--- src/sv/tamr_pkg.sv ---
`timescale 1ns / 1ps
`default_nettype none

package tamr_pkg;

    localparam int DATA_W     = 16;
    localparam int SIZE_W     = 13;
    localparam int POS_W      = 12;
    localparam int IDX_W      = 12;
    localparam int AXES       = 4;
    localparam int DIM_MAX    = 4096;
    localparam int ACC_DEPTH  = 4096;
    localparam int ADDR_W     = $clog2(ACC_DEPTH);
    localparam int CFG_IDX_W  = 3;
    localparam int OUTQ_DEPTH = 4;
    localparam int OUTQ_PTR_W = $clog2(OUTQ_DEPTH);

    localparam logic [CFG_IDX_W-1:0] REG_MODE     = 3'd0;
    localparam logic [CFG_IDX_W-1:0] REG_BATCHES  = 3'd1;
    localparam logic [CFG_IDX_W-1:0] REG_CHANNELS = 3'd2;
    localparam logic [CFG_IDX_W-1:0] REG_ROWS     = 3'd3;
    localparam logic [CFG_IDX_W-1:0] REG_COLS     = 3'd4;

    localparam logic [2:0] MODE_ALL = 3'd0;
    localparam logic [2:0] MODE_N   = 3'd1;
    localparam logic [2:0] MODE_C   = 3'd2;
    localparam logic [2:0] MODE_H   = 3'd3;
    localparam logic [2:0] MODE_W   = 3'd4;
    localparam logic [2:0] MODE_NC  = 3'd5;
    localparam logic [2:0] MODE_CH  = 3'd6;
    localparam logic [2:0] MODE_HW  = 3'd7;

    // axis order: 0 N, 1 C, 2 H, 3 W
    typedef struct packed {
        logic [AXES-1:0]             red;
        logic [AXES-1:0][POS_W-1:0]  lim;
        logic [AXES-1:0][ADDR_W-1:0] stride;
        logic                        err;
        logic                        busy;
    } t_geom;

    typedef struct packed {
        logic [ADDR_W-1:0] addr;
        logic              first;
        logic              last;
        logic              tend;
        logic [IDX_W-1:0]  idx;
        logic              err;
    } t_item;

    typedef struct packed {
        logic signed [DATA_W-1:0] min_value;
        logic [IDX_W-1:0]         out_index;
        logic                     last_result;
        logic                     config_error;
    } t_result;

    function automatic logic [AXES-1:0] red_mask(input logic [2:0] mode);
        logic [AXES-1:0] m;
        unique case (mode)
            MODE_ALL: m = 4'b1111;
            MODE_N:   m = 4'b0001;
            MODE_C:   m = 4'b0010;
            MODE_H:   m = 4'b0100;
            MODE_W:   m = 4'b1000;
            MODE_NC:  m = 4'b0011;
            MODE_CH:  m = 4'b0110;
            MODE_HW:  m = 4'b1100;
            default:  m = 4'b1111;
        endcase
        return m;
    endfunction

endpackage

`default_nettype wire

--- src/sv/tamr_outq.sv ---
`timescale 1ns / 1ps
`default_nettype none

module tamr_outq (
    input  wire logic                          i_clk,
    input  wire logic                          i_rst_n,
    input  wire logic                          i_push,
    input  wire tamr_pkg::t_result             i_res,
    input  wire logic                          i_stall,
    output logic                               o_valid,
    output tamr_pkg::t_result                  o_res,
    output logic [tamr_pkg::OUTQ_PTR_W:0]      o_count
);

    tamr_pkg::t_result                r_mem [tamr_pkg::OUTQ_DEPTH];
    logic [tamr_pkg::OUTQ_PTR_W-1:0]  r_wr;
    logic [tamr_pkg::OUTQ_PTR_W-1:0]  r_rd;
    logic [tamr_pkg::OUTQ_PTR_W:0]    r_cnt;
    logic                             w_pop;

    assign o_valid = (r_cnt != '0);
    assign w_pop   = o_valid && !i_stall;
    assign o_res   = r_mem[r_rd];
    assign o_count = r_cnt;

    always_ff @(posedge i_clk) begin
        if (i_push) begin
            r_mem[r_wr] <= i_res;
        end
    end

    always_ff @(posedge i_clk) begin
        if (!i_rst_n) begin
            r_wr  <= '0;
            r_rd  <= '0;
            r_cnt <= '0;
        end else begin
            if (i_push) begin
                r_wr <= r_wr + 1'b1;
            end
            if (w_pop) begin
                r_rd <= r_rd + 1'b1;
            end
            case ({i_push, w_pop})
                2'b10:   r_cnt <= r_cnt + 1'b1;
                2'b01:   r_cnt <= r_cnt - 1'b1;
                default: r_cnt <= r_cnt;
            endcase
        end
    end

endmodule

`default_nettype wire

--- config.mk ---
export PLATFORM = sky130hd
export DESIGN_NAME = tamr_outq
export DESIGN_NICKNAME = d
export VERILOG_FILES = /design/src/sv/tamr_pkg.sv /design/src/sv/tamr_outq.sv
export SDC_FILE = /design/constraint.sdc
export NUM_CORES = 1
export LEC_CHECK = 0
export BUFFER_PORTS_ARGS = -buffer_cell sky130_fd_sc_hd__buf_4
export CAP_MARGIN = 25
export CORE_MARGIN = 2
export CORE_UTILIZATION = 30
export CTS_CLUSTER_SIZE = 14
export DETAILED_ROUTE_END_ITERATION = 10
export PLACE_DENSITY = 0.56
export SETUP_SLACK_MARGIN = 0.4
export SLEW_MARGIN = 20
export SYNTH_ARGS = -nofsm -noshare
export SYNTH_HDL_FRONTEND = slang
export SYNTH_SLANG_ARGS = --single-unit
--- constraint.sdc ---
create_clock -name i_clk -period 2.69 [get_ports i_clk]
set_clock_uncertainty 0.15 [all_clocks]
set_input_delay 0.269 -clock i_clk [delete_from_list [all_inputs] [get_ports i_clk]]
set_output_delay 0.269 -clock i_clk [all_outputs]
set_load 0.005 [all_outputs]
==> metrics.csv <==
metric;value;unit
status;finished clean;
synth_area;4800;um2
cts_tree;done;
fin_setup_tns;0;ns
routedWlPerCell;16.6;um
r2r_slack;0.59;ns
grt_usage;0.115;
setup_ws;0.525;ns
clock_power_share;0.389;
synth-edff-count;120;
dieHeight;130;um
finalPower;5.58;mW
vias;2413;
clock_latency;0.41;ns
wl;9190;um
critPathKind;reg2out;
yosysSeqAreaShare;0.789;
antennaDiodeCount;0;
ys_ff_latch;129;
antenna_found_initial;0;
die-area;17000;um2
area_delta_synth_final;35.5;%
drt_iter0_markers;100;
cp_data_arrival_time;1.75;ns
drc;0;
pre_cts_slack;0.636;ns
relSlewSlack;0.632;
synth_ff_type;edfxtp_1;
syn-num-nets;245;
hpwl;5810;um
drv_cap;0;
cp_max_fo;10;
grt_pass1_vias;2601;
nNetsFinal;365;
fill_cells;1466;
clkSinkCount;129;
synth.most_common_cell;edfxtp_1;
ant_nets;0;
fin_crit_sh;0.805;
synth_top_cells_by_area;edfxtp_1 75%, mux4_2 14%, dfxtp_1 3.8%;
final_hold_viol_count;0;
cp-start-kind;register;
sw_frac_of_total;0.235;
power.switching;1.31;mW
power.internal;4.27;mW
synth_cell_types;21;
yosys_warnings;0;
r2r_cells;8;
pwr-share-seq;0.429;
grt_pass1_wl;13900;um
numCtsBuffers;17;
cts_root_buffer;clkbuf_16;
p_per_area;859;nW/um2
rsz0062_at_grt;no;
avgSynthCellArea;23.4;um2
clk_path_buf_depth;2;
ys_async_sr_fraction;0;
vias_per_cell;4.36;
initial_core_util;0.304;
io_buffers;67;
period_minus_slack;2.16;ns
die_w;130;um
core_area;15800;um2
cts_setup_buffers;0;
synth_cells;205;
row_count;46;
r2r-end;o_count[2];
ir_worst_vdd;0.000384;V
tightest_slew;0.552;ns
dr.pass1.iters;4;
p_leak;2.24;nW
grt_max_degree;21;
cts_max_level;4;
crit_required;2.27;ns
synth_area_leader_cell;edfxtp_1;
synth_common_cells;120 x edfxtp_1, 30 x mux4_2, 9 x dfxtp_1;
drv_slew;0;
globalplace.congestion;0.642;
fmaxAchievable;462;MHz
synth_top_area_frac;0.751;
setup_violations;0;
clk_pin_slew;0.06;ns
grt_overflow;0;
end_kind;primary output;
drive_gt1_frac;0.423;
p_comb_frac;0.182;
ios;68;
hold_path_class;in2reg;
crit_path_end;o_res[26];
r2r-start;o_count[1];
==> worst min path at each step <==
stage	cells after the start	start	endpoint	slack, ns
after floorplan	0	i_res[0]	r_mem[0][0]	0.22
after global placement	2	r_rd[1]	register	0.30
after detailed placement	2	r_rd[1]	register	0.31
after CTS	3	i_stall	r_rd[0]	0.005
after global routing	3	i_stall	r_rd[0]	0.05
final	3	i_stall	r_rd[0]	0.03
==> critical path: stages, from the launching register on <==
cell and delay, ns:
dfxtp_2 0.35, buf_4 0.24, mux4_2 0.58, buf_4 0.16
==> metrics by stage <==
stage | utilization | hold WS (ns) | instances | cell area (um2)
3_3_place_gp | 0.356 | 0.304 | 491 | 5610
5_1_grt | 0.412 | 0.0503 | 554 | 6500
4_1_cts | 0.412 | 0.00508 | 554 | 6500
3_5_place_dp | 0.356 | 0.314 | 491 | 5610
2_1_floorplan | - | 0.218 | 205 | 4800
6_report | 0.412 | 0.0267 | 554 | 6500
==> state kept, by name, summed over array words and instances (netlist names), named ones only <==
name     cells
r_rd         2
r_wr         2
o_count      3
r_mem      120
==> area by class of cell <==
cell class	count	area, um2	area share
timing repair buffer	107	901	0.139
clock buffer	17	425	0.0654
sequential	129	3790	0.583
tap	216	270	0.0416
inverter	7	26.3	0.00404
clock inverter	15	144	0.0221
multi-input combinational	63	945	0.145
==> power groups by stage <==
| stage | combinational [mW] | sequential (mW) | clock, mW |
|---|---|---|---|
| finish | 1.02 | 2.39 | 2.17 |
| global route | 1.12 | 2.41 | 2.30 |
| CTS | 1.04 | 2.39 | 2.23 |
| detailed placement | 1.00 | 2.43 | 0 |
| global placement | 0.999 | 2.42 | 0 |
| floorplan | 0.568 | 2.41 | 0 |
==> timing repair <==
action | 4_1_cts | 5_1_grt
gates resized for setup | 2 | 2
endpoints found under the hold margin | 126 | 0
endpoints found under the setup margin | 22 | 3
hold buffers | 31 | 0
==> per-layer routing <==
metal,vias to the layer above,track usage,share of wire
li1,1081,-,-
met1,1259,0.145,0.45
met2,62,0.182,0.50
met3,11,0.0440,0.044
met4,0,0.0451,0.013
met5,-,0,0
==> kinds of logic after synthesis <==
kind of cell	share of synthesized area
DFF	0.789
muxes	0.145
and+or+nand+nor	0.0203
buffers and inverters	0.0156
AOI/OAI and AO/OA	0.00782
adders and majority gates	0.0172
xor gates and xnor gates	0.00548
==> layout by cell type, fill, tap and decap left out <==
cell and instances:
a21boi_0 3, and2_1 3, and2_2 4, buf_12 1
buf_4 74, buf_8 1, bufinv_16 2, clkbuf_16 17
clkinv_1 2, clkinv_2 4, clkinv_4 2, clkinvlp_4 4
dfxtp_1 7, dfxtp_2 1, dfxtp_4 1, dlygate4sd3_1 31
edfxtp_1 120, fa_1 1, ha_1 5, inv_1 7
inv_6 1, mux2i_1 2, mux4_2 30, nand2_1 2
nand2b_1 1, nor2_1 1, nor2b_1 1, nor3_2 1
nor3b_1 1, o21ai_0 3, or3_1 2, xnor2_1 1
xor2_1 2
(Power assumes the default switching activity.)
