--- src/sv/tamr_pkg.sv ---
`timescale 1ns / 1ps
`default_nettype none

package tamr_pkg;

    localparam int DATA_W     = 16;
    localparam int SIZE_W     = 13;
    localparam int POS_W      = 12;
    localparam int IDX_W      = 12;
    localparam int AXES       = 4;
    localparam int DIM_MAX    = 4096;
    localparam int ACC_DEPTH  = 4096;
    localparam int ADDR_W     = $clog2(ACC_DEPTH);
    localparam int CFG_IDX_W  = 3;
    localparam int OUTQ_DEPTH = 4;
    localparam int OUTQ_PTR_W = $clog2(OUTQ_DEPTH);

    localparam logic [CFG_IDX_W-1:0] REG_MODE     = 3'd0;
    localparam logic [CFG_IDX_W-1:0] REG_BATCHES  = 3'd1;
    localparam logic [CFG_IDX_W-1:0] REG_CHANNELS = 3'd2;
    localparam logic [CFG_IDX_W-1:0] REG_ROWS     = 3'd3;
    localparam logic [CFG_IDX_W-1:0] REG_COLS     = 3'd4;

    localparam logic [2:0] MODE_ALL = 3'd0;
    localparam logic [2:0] MODE_N   = 3'd1;
    localparam logic [2:0] MODE_C   = 3'd2;
    localparam logic [2:0] MODE_H   = 3'd3;
    localparam logic [2:0] MODE_W   = 3'd4;
    localparam logic [2:0] MODE_NC  = 3'd5;
    localparam logic [2:0] MODE_CH  = 3'd6;
    localparam logic [2:0] MODE_HW  = 3'd7;

    // axis order: 0 N, 1 C, 2 H, 3 W
    typedef struct packed {
        logic [AXES-1:0]             red;
        logic [AXES-1:0][POS_W-1:0]  lim;
        logic [AXES-1:0][ADDR_W-1:0] stride;
        logic                        err;
        logic                        busy;
    } t_geom;

    typedef struct packed {
        logic [ADDR_W-1:0] addr;
        logic              first;
        logic              last;
        logic              tend;
        logic [IDX_W-1:0]  idx;
        logic              err;
    } t_item;

    typedef struct packed {
        logic signed [DATA_W-1:0] min_value;
        logic [IDX_W-1:0]         out_index;
        logic                     last_result;
        logic                     config_error;
    } t_result;

    function automatic logic [AXES-1:0] red_mask(input logic [2:0] mode);
        logic [AXES-1:0] m;
        unique case (mode)
            MODE_ALL: m = 4'b1111;
            MODE_N:   m = 4'b0001;
            MODE_C:   m = 4'b0010;
            MODE_H:   m = 4'b0100;
            MODE_W:   m = 4'b1000;
            MODE_NC:  m = 4'b0011;
            MODE_CH:  m = 4'b0110;
            MODE_HW:  m = 4'b1100;
            default:  m = 4'b1111;
        endcase
        return m;
    endfunction

endpackage

`default_nettype wire

--- src/sv/tamr_pos.sv ---
`timescale 1ns / 1ps
`default_nettype none

module tamr_pos (
    input  wire logic            i_clk,
    input  wire logic            i_rst_n,
    input  wire logic            i_accept,
    input  wire logic            i_restart,
    input  wire tamr_pkg::t_geom i_geom,
    output tamr_pkg::t_item      o_item
);

    logic [tamr_pkg::AXES-1:0][tamr_pkg::POS_W-1:0]  r_pos;
    logic [tamr_pkg::AXES-1:0][tamr_pkg::ADDR_W-1:0] r_off;
    logic [tamr_pkg::IDX_W-1:0]                     r_emit;

    logic [tamr_pkg::AXES-1:0][tamr_pkg::POS_W-1:0]  n_pos;
    logic [tamr_pkg::AXES-1:0][tamr_pkg::ADDR_W-1:0] n_off;
    logic [tamr_pkg::IDX_W-1:0]                     n_emit;
    logic [tamr_pkg::AXES-1:0]                      w_at_end;
    logic [tamr_pkg::AXES-1:0]                      w_zero;

    always_comb begin
        logic carry;
        carry = 1'b1;
        for (int i = 0; i < tamr_pkg::AXES; i++) begin
            w_at_end[i] = (r_pos[i] == i_geom.lim[i]);
            w_zero[i]   = (r_pos[i] == '0);
        end
        o_item.first = &(~i_geom.red | w_zero);
        o_item.last  = &(~i_geom.red | w_at_end);
        o_item.tend  = &w_at_end;
        o_item.addr  = r_off[0] + r_off[1] + r_off[2] + r_off[3];
        o_item.idx   = r_emit;
        o_item.err   = i_geom.err;
        n_pos = r_pos;
        n_off = r_off;
        for (int i = tamr_pkg::AXES - 1; i >= 0; i--) begin
            if (carry) begin
                if (w_at_end[i]) begin
                    n_pos[i] = '0;
                    n_off[i] = '0;
                end else begin
                    n_pos[i] = r_pos[i] + 1'b1;
                    n_off[i] = r_off[i] + i_geom.stride[i];
                    carry    = 1'b0;
                end
            end
        end
        if (o_item.tend) begin
            n_emit = '0;
        end else if (o_item.last) begin
            n_emit = r_emit + 1'b1;
        end else begin
            n_emit = r_emit;
        end
    end

    always_ff @(posedge i_clk) begin
        if (!i_rst_n || i_restart) begin
            for (int i = 0; i < tamr_pkg::AXES; i++) begin
                r_pos[i] <= '0;
                r_off[i] <= '0;
            end
            r_emit <= '0;
        end else if (i_accept) begin
            r_pos  <= n_pos;
            r_off  <= n_off;
            r_emit <= n_emit;
        end
    end

endmodule

`default_nettype wire

--- config.mk ---
export PLATFORM = sky130hd
export DESIGN_NAME = tamr_pos
export DESIGN_NICKNAME = d
export VERILOG_FILES = /design/src/sv/tamr_pkg.sv /design/src/sv/tamr_pos.sv
export SDC_FILE = /design/constraint.sdc
export NUM_CORES = 1
export LEC_CHECK = 0
export BUFFER_PORTS_ARGS = -buffer_cell sky130_fd_sc_hd__buf_2
export CAP_MARGIN = 5
export CORE_ASPECT_RATIO = 0.5
export CORE_MARGIN = 1
export CORE_UTILIZATION = 59
export DETAILED_ROUTE_END_ITERATION = 8
export PLACE_DENSITY = 0.83
export SYNTH_ARGS = -nofsm -noshare
export SYNTH_HDL_FRONTEND = slang
export SYNTH_SLANG_ARGS = --single-unit
--- constraint.sdc ---
create_clock -name i_clk -period 7.7 [get_ports i_clk]
set_input_delay 1.155 -clock i_clk [delete_from_list [all_inputs] [get_ports i_clk]]
set_output_delay 1.155 -clock i_clk [all_outputs]
set_load 0.005 [all_outputs]
==> metrics.md, run 1 <==
| Metric | Value |
|---|---|
| Status | complete, but fails checks |
| Failing checks | design-rule violations |
| Synth area leaders | dfxtp_1 27%, ha_1 10%, xor2_1 9.4% |
| Post-synthesis adder-cell area fraction | 16.63% |
| Iteration-0 DRC Markers | 559 |
| Post-CTS Resized | 0 |
| Slowest cell on the critical path | o311ai_0 |
| Final worst-path cycle share | 67.15% |
| Predominant post-synthesis flop cell | dfxtp_1 |
| HPWL after DPL | around 16 mm |
| Number of global-route vias before repair | between 6k and 7k |
| Most frequent cell after synthesis | dfxtp_1 |
| Max incr delay on CP | about 0.60 ns |
| Drt drc | 9 |
| Die ar. | 0.01396 mm2 |
| Gr usage total | 29.07% |
| Initial antenna violation count | 1 |
| Placer Congestion | 0.9695 |
| Seq/Total Area, Yosys | 27.21% |
| Ant. Diodes | 0 |
| Port bufs | 130 |
| Row count | 29 |
| CP Capture Type | output pin |
| Measured slew at the worst slew-check pin | between 0.8 and 0.9 ns |
| Slew Limit Fails | 0 |
| FF+latch count, synth | 108 |
| Average size of a mapped cell | 8.445 um2 |
| Hold_buf cts | 0 |
| Crit path arrival time | 4.02 ns |
| Ports | 134 |
| Crit path kind | reg2out |
| Clk slew on worst S/H paths | 0.08 ns |
| Largest family of logic cells by synthesized area | simple AND/OR/NAND/NOR gates |
| TritonCTS Sinks | approximately 110 |
| Pwr/cell area | 131.7 mW/mm2 |
| Minimum clock period | 5.171 ns |
| Core Box Area | 0.01288 mm2 |
| Total power | ~1200 uW |
| Synth top cells by count | 108 x dfxtp_1, 85 x xor2_1, 79 x nor2_1, 72 x nand2_1, 68 x inv_1 |
| Synth area leader | dfxtp_1 |
| Slew headroom | 46.13% |
| Max clock buf depth | 2 |
| WP data required | 6.55 ns |
| Compound-gate portion of the synthesized area | 14.93% |
| Proportion of layout cells with a drive suffix above 1 | 15.99% |
| Critical path's top delay family | compound AO/OA/AOI/OAI gates |
| CP bufs+invs | 3 |
| Total CTS buffers | 9 |
| H-tree Lvls | 3 |
| ANT nets after route | 0 |
| Post-synthesis cell count | 941 |
| Filler instances | 1023 |
| Asr flop ratio synth | 0% |
| Vias per cell | roughly 6 |
| Hold Fails Final Rpt | 0 |
| Router iterations before antenna repair | 7 |
| Grt total ovfl | 0 |
| Clock latency on the worst-skew pair | 0.35 ns |
| Synth unique cells | 58 |
| Crit-path cells | inv_1, fa_1, fa_1, inv_1, ha_1, a21o_1, a21oi_1, o21ai_0, a21oi_1, o21ai_0, o311ai_0, buf_2 |
| TritonCTS clock tree | built |
| Hold Path Class | reg2reg |
| Worst ir drop on vdd | 0.0001117 V |
| Final wirelength | 20.05 mm |
| Clock Skews | approximately 0.0079 ns |
| WL/cell | 16.26 um |
| Endpoints failing setup | 0 |
| Fmax | 193.4 MHz |
| Largest net degree at the start of global routing | 34 |
| CP Launch Type | register |
| Cell Area, Synth | 0.007946 mm2 |
| Vias | 7221 |
| Post-Synth XOR/XNOR Area | 13.89% |
| Die width | around 170 um |
| Clk root buf | clkbuf_16 |
| Mux contribution to synthesized area | less than 1% |
| Final nets | 1255 |
| Worst Path Max Fanout | 3 |
| Max-Cap Viols | 0 |
| Unrepaired setup endpoints after global routing | no |
| Post-CTS Setup Inserts | 0 |
| Simple-Gate Fraction of Synth Area | 22.26% |
| First-pass GRT wire length | 32.42 mm |
| Yosys warns | 0 |
| Synth top area share | 27.21% |
| P&R area growth vs syn | 13.65% |
| Number of enable flip-flop cells after synthesis | 0 |
| Initial Util | between 60% and 70% |
| DIE HEIGHT | 84.06 um |
| Syn_nets | 1137 |
| Leakage | 0.003977 uW |
| Setup TNS | 0 ns |
## layout by cell type (no fill, tap or decap), types with 5 or more instances in the layout
cell,n
a211oi_1,8
a21o_1,10
a21oi_1,43
a22o_1,14
a32o_1,10
and2_1,8
and3_1,22
buf_2,130
clkbuf_16,9
dfxtp_1,108
fa_1,26
ha_1,64
inv_1,68
nand2_1,72
nand2b_1,6
nand3_1,43
nand4_1,10
nor2_1,79
nor2b_1,5
nor3_1,28
nor3b_1,11
nor4_1,9
nor4_2,11
o211ai_1,8
o21ai_0,49
o22ai_1,8
o41ai_1,5
or3_1,13
xnor2_1,41
xor2_1,85
## layer usage
layer	part of all wire [%]	global-route usage [%]	up-vias
met5	0	0	-
met4	2.1	8.071	0
li1	-	-	3557
met2	46	48.91	245
met3	7.0	6.638	34
met1	44	37.47	3385
## power breakdown
| group | internal (uW) | switching, uW |
|---|---|---|
| registers | 561 | 3.41 |
| clock network | 258 | 227 |
| logic | 62.2 | 78.1 |
## metrics by stage
step / instance area, um2 / utilization (%) / hold WS [ns] / setup slack (ns) / instances
floorplan: 7946 / - / 0.4530 / 3.535 / 941
global placement: 8722 / 67.71 / 0.4635 / 3.057 / 1218
detailed placement: 8722 / 67.71 / 0.4787 / 2.963 / 1218
CTS: 9031 / 70.11 / 0.4869 / 2.551 / 1233
global route: 9031 / 70.11 / 0.4983 / 2.190 / 1233
finish: 9031 / 70.11 / 0.4882 / 2.529 / 1233
## final cells by class
type / instances / area, um2 / share of cell area (%)
multi-input cells: 738 / 5411 / 59.92
flip-flops and latches: 108 / 2162 / 23.94
repair buffers: 134 / 680.7 / 7.537
inverters: 68 / 255.2 / 2.826
clock buffers: 9 / 225.2 / 2.494
well taps: 170 / 212.7 / 2.355
clock inverters: 6 / 83.83 / 0.9282
## worst register-to-register path, stage by stage, from the launching register on
cell and delay, ns:
dfxtp_1 0.47, xor2_1 0.13, nor4_2 0.42, nand3_1 0.62
a22oi_1 0.49, and3_1 0.60, nor2b_1 0.66, a32o_1 0.22
## registers in the layout, summed over array words and instances (netlist names)
register  flops
r_emit       12
r_off        48
r_pos        48
## cell families (layout without fill, tap and decap cells)
kind of cell,count (synthesis),after routing
muxes,3,3
xor gates and xnor gates,126,126
adders and majority gates,90,90
buffers and inverters,95,217
and+or+nand+nor,337,337
AOI/OAI and AO/OA,182,182
DFF,108,108
## worst paths after layout
kind                                              from                endpoint  slack [ns]  depth (start not counted)
worst max-delay path            r_off[14]$_SDFFE_PP0P_              o_item[26]        2.53                         12
worst max register to register  r_pos[42]$_SDFFE_PP0P_  r_emit[9]$_SDFFE_PP0P_        4.03                          7
worst min-delay path            r_off[36]$_SDFFE_PP0P_  r_off[36]$_SDFFE_PP0P_        0.49                          2
worst min register to register  r_off[36]$_SDFFE_PP0P_  r_off[36]$_SDFFE_PP0P_        0.49                          2
Note: power is estimated with default switching activity, not from simulation.
==> inputs of run 2 (changes only) <==
Settings changed: ABC_AREA set to 1, PLACE_DENSITY 0.83 to 0.82.
Clock period 7.7 ns to 5.38 ns, I/O delays scaled along.
==> metrics.md, run 2 <==
| Metric | Value |
|---|---|
| Initial Util | 61.04% (-0.65 points) |
| Synth unique cells | 49 (-16%) |
| Asr flop ratio synth | 0% (unchanged) |
| Synth top cells by count | 325 x nand2_1, 174 x inv_1, 108 x dfxtp_1, 102 x a21oi_1, 98 x nor2_1 |
| Final wirelength | 22.65 mm (+13%) |
| Largest net degree at the start of global routing | 39 (+15%) |
| Crit path depth | 12 (unchanged) |
| Number of global-route vias before repair | 7936 (+16%) |
| Clk slew on worst S/H paths | 0.08 ns (about the same) |
| Synth top area share | 24.22% (-3.0 points) |
| Hold Fails Final Rpt | 0 (unchanged) |
| Flop-to-flop setup slack | 2.93 ns (-1.10 ns) |
| Vias per cell | 5.453 (-6.9%) |
| Most frequent cells in the layout | 325 x nand2_1, 174 x inv_1, 130 x buf_2 |
| WP data required | 4.57 ns (-1.98 ns) |
| Port bufs | 130 (unchanged) |
| Leakage | 0.004509 uW (+13%) |
| Post-synthesis cell count | 1293 (+37%) |
| Synth area leader | dfxtp_1 |
| Slew Limit Fails | 0 (unchanged) |
| Number of enable flip-flop cells after synthesis | 0 (unchanged) |
| ANT nets after route | 0 (unchanged) |
| Fmax | 234.9 MHz |
| DIE HEIGHT | 88.98 um (+5.8%) |
| First-pass GRT wire length | 36.34 mm (+12%) |
| Drt drc | 0 (-9) |
| Placed cells | 1599 (+31%) |
| Measured slew at the worst slew-check pin | 0.6018 ns (-0.2034 ns) |
| Sequential share of power | 47.9% (+0.5 points) |
| Reg2reg start | r_pos[19]$_SDFFE_PP0P_ |
| Net Sw Power | 472.7 uW (+53%) |
| Yosys warns | 0 (unchanged) |
| Hold Path Class | reg2reg |
| Synth area leaders | dfxtp_1 24%, nand2_1 14%, ha_1 9.0% |
| Max clock buf depth | 2 (unchanged) |
| WL/cell | 14.01 um (-14%) |
| Average size of a mapped cell | 6.903 um2 (-18%) |
| Syn_nets | 1489 (+31%) |
| Non-Filler Instances | 1617 (+31%) |
| Combinational share of power | 12.9% (+1.1 points) |
| Cell Area, Synth | 0.008926 mm2 (+12%) |
| Crit-path cells | inv_1, fa_1, fa_1, inv_1, ha_1, inv_1, fa_1, inv_1, a21oi_1, o21ai_0, xor2_1, buf_2 |
| Worst Setup EP | o_item[25] |
| RR Endpoint | r_emit[3]$_SDFFE_PP0P_ |
| Iteration-0 DRC Markers | 717 (+28%) |
| Row count | 31 (+6.9%) |
| CP Launch Type | register |
| Max-Cap Viols | 0 (unchanged) |
| Router iterations before antenna repair | 5 (-2) |
| TritonCTS Sinks | 108 (unchanged) |
| Final nets | 1608 (+28%) |
| TritonCTS clock tree | built |
| Ports | 134 (unchanged) |
| Final worst-path cycle share | between 70% and 80% |
| Slowest cell on the critical path | fa_1 |
| Commonest non-fill, non-tap cell in the layout | nand2_1 |
| Clock latency on the worst-skew pair | 0.36 ns (about the same) |
| Slew headroom | 59.75% (+14 points) |
| Total CTS buffers | 9 (unchanged) |
| Die width | 175.9 um (+5.9%) |
| Unrepaired setup endpoints after global routing | no |
| Proportion of layout cells with a drive suffix above 1 | 13.55% (-2.4 points) |
| Post-CTS Setup Inserts | 0 (unchanged) |
| P&R area growth vs syn | 12.04% |
| Crit path kind | reg2out |
| Post-CTS Resized | 0 (unchanged) |
| Die ar. | 0.01565 mm2 (+12%) |
| Minimum clock period | ~4.3 ns |
| Gr usage total | 29.24% (+0.17 points) |
| Worst ir drop on vdd | 0.0001505 V (+35%) |
| Vias | 8818 (+22%) |
| Clock share of power | 39.3% (-1.5 points) |
| Setup TNS | 0 ns (unchanged) |
| Placer Congestion | 0.9101 (-6.1%) |
| Crit path arrival time | 3.45 ns (-0.57 ns) |
| Predominant post-synthesis flop cell | dfxtp_1 |
| Power Internal | 1218 uW (+38%) |
| Initial antenna violation count | 3 (+2) |
| HPWL after DPL | 17.95 mm (+16%) |
| Most frequent cell after synthesis | nand2_1 |
| Worst Path Max Fanout | 4 (+1) |
| Top cell by count, worst path | inv_1 |
| FF+latch count, synth | 108 (unchanged) |
| Core Box Area | 0.01462 mm2 (+14%) |
| Max incr delay on CP | 0.59 ns (about the same) |
| Endpoints failing setup | 0 (unchanged) |
| H-tree Lvls | 3 (unchanged) |
| Pwr/cell area | 169.0 mW/mm2 (+28%) |
| Clock Skews | 0.01506 ns (+0.007170 ns) |
| Status | complete, no violations |
| CP startpoint | r_off[1]$_SDFFE_PP0P_ |
| CP Capture Type | output pin |
| Sw frac | 27.97% (+2.0 points) |
| Clk root buf | clkbuf_16 |
| Grt total ovfl | 0 (unchanged) |
| Hold_buf cts | 0 (unchanged) |
| Biggest regs | r_off: 48 flops, r_pos: 48 flops, r_emit: 12 flops |
| CP bufs+invs | 5 (+2) |
| Critical path's top delay family | adder cells |
| Seq/Total Area, Yosys | 24.22% (-3.0 points) |
| R2R cell count | 10 (+3) |
-- run 2: changes by cell type after synthesis, sizes merged, moves of 13 or more --
cell,change
or3,-13
a22o,-13
and3,-21
nand3,+41
nand2,+258
xor2,-42
inv,+114
a21oi,+59
nand4,+17
nor2,+29
-- run 2: power by group through the flow --
stage,clock network [uW],registers (uW),logic [uW]
after global routing,707,810,243
after floorplan,0,826,137
after CTS,671,809,216
final,664,809,217
after detailed placement,0,828,215
after global placement,0,827,208
-- run 2: how the worst min path moves through the flow --
stage | start | end | slack, ns | cells after the start
CTS | r_pos[10]$_SDFFE_PP0P_ | r_pos[10]$_SDFFE_PP0P_ | 0.49 | 2
floorplan | r_pos[10]$_SDFFE_PP0P_ | r_pos[10]$_SDFFE_PP0P_ | 0.46 | 2
finish | r_pos[10]$_SDFFE_PP0P_ | r_pos[10]$_SDFFE_PP0P_ | 0.49 | 2
global placement | r_pos[22]$_SDFFE_PP0P_ | r_pos[22]$_SDFFE_PP0P_ | 0.47 | 2
detailed placement | r_pos[10]$_SDFFE_PP0P_ | r_pos[10]$_SDFFE_PP0P_ | 0.48 | 2
global route | r_pos[10]$_SDFFE_PP0P_ | r_pos[10]$_SDFFE_PP0P_ | 0.51 | 2
-- run 2: worst register-to-register path: stages (launching register included) --
cell and delay (ns):
dfxtp_1 0.48, xnor2_1 0.16, nand2_1 0.08, nor2_1 0.13, nand3_2 0.37, nor2_1 0.39, nand2_1 0.38, nand2_1 0.16
nand3_1 0.09, nand2_1 0.09, nor2_1 0.04
-- run 2: cell families (layout without fill, tap and decap cells) --
logic type               after synthesis  after routing  synth area share (%)
flip-flops                           108            108                 24.22
AO/OA/AOI/OAI                        187            187                 11.66
buffers and inverters                206            330                 9.224
AND/OR/NAND/NOR                      608            608                 30.87
XOR/XNOR                              94             94                 9.223
adder cells (fa/ha/maj)               90             90                 14.80
other                                  0              2                     0
-- run 2: cell type report --
type	instances	area, um2
flip-flops and latches	108	2162
diodes	2	5.005
clock buffers	9	225.2
multi-input cells	979	5943
well taps	198	247.7
clock inverters	7	66.31
repair buffers	132	665.6
fillers	1257	4622
inverters	182	685.7
-- run 2: per-stage QoR --
stage	setup WS, ns	instance area [um2]	total power, uW	hold WS (ns)	utilization [%]
3_3_place_gp	1.642	9704	1035	0.4736	66.36
6_report	1.123	10000	1690	0.4918	68.39
2_1_floorplan	1.955	8926	963.0	0.4577	-
3_5_place_dp	1.502	9704	1042	0.4752	66.36
4_1_cts	1.101	9996	1696	0.4919	68.36
5_1_grt	0.8836	10000	1759	0.5138	68.39
-- run 2: layer usage --
metal | up-vias | track usage [%] | part of all wire [%]
met5 | - | 0 | 0.044
met4 | 2 | 7.905 | 1.7
met3 | 34 | 4.634 | 7.0
met2 | 295 | 51.49 | 47
met1 | 4047 | 37.91 | 45
li1 | 4440 | - | -
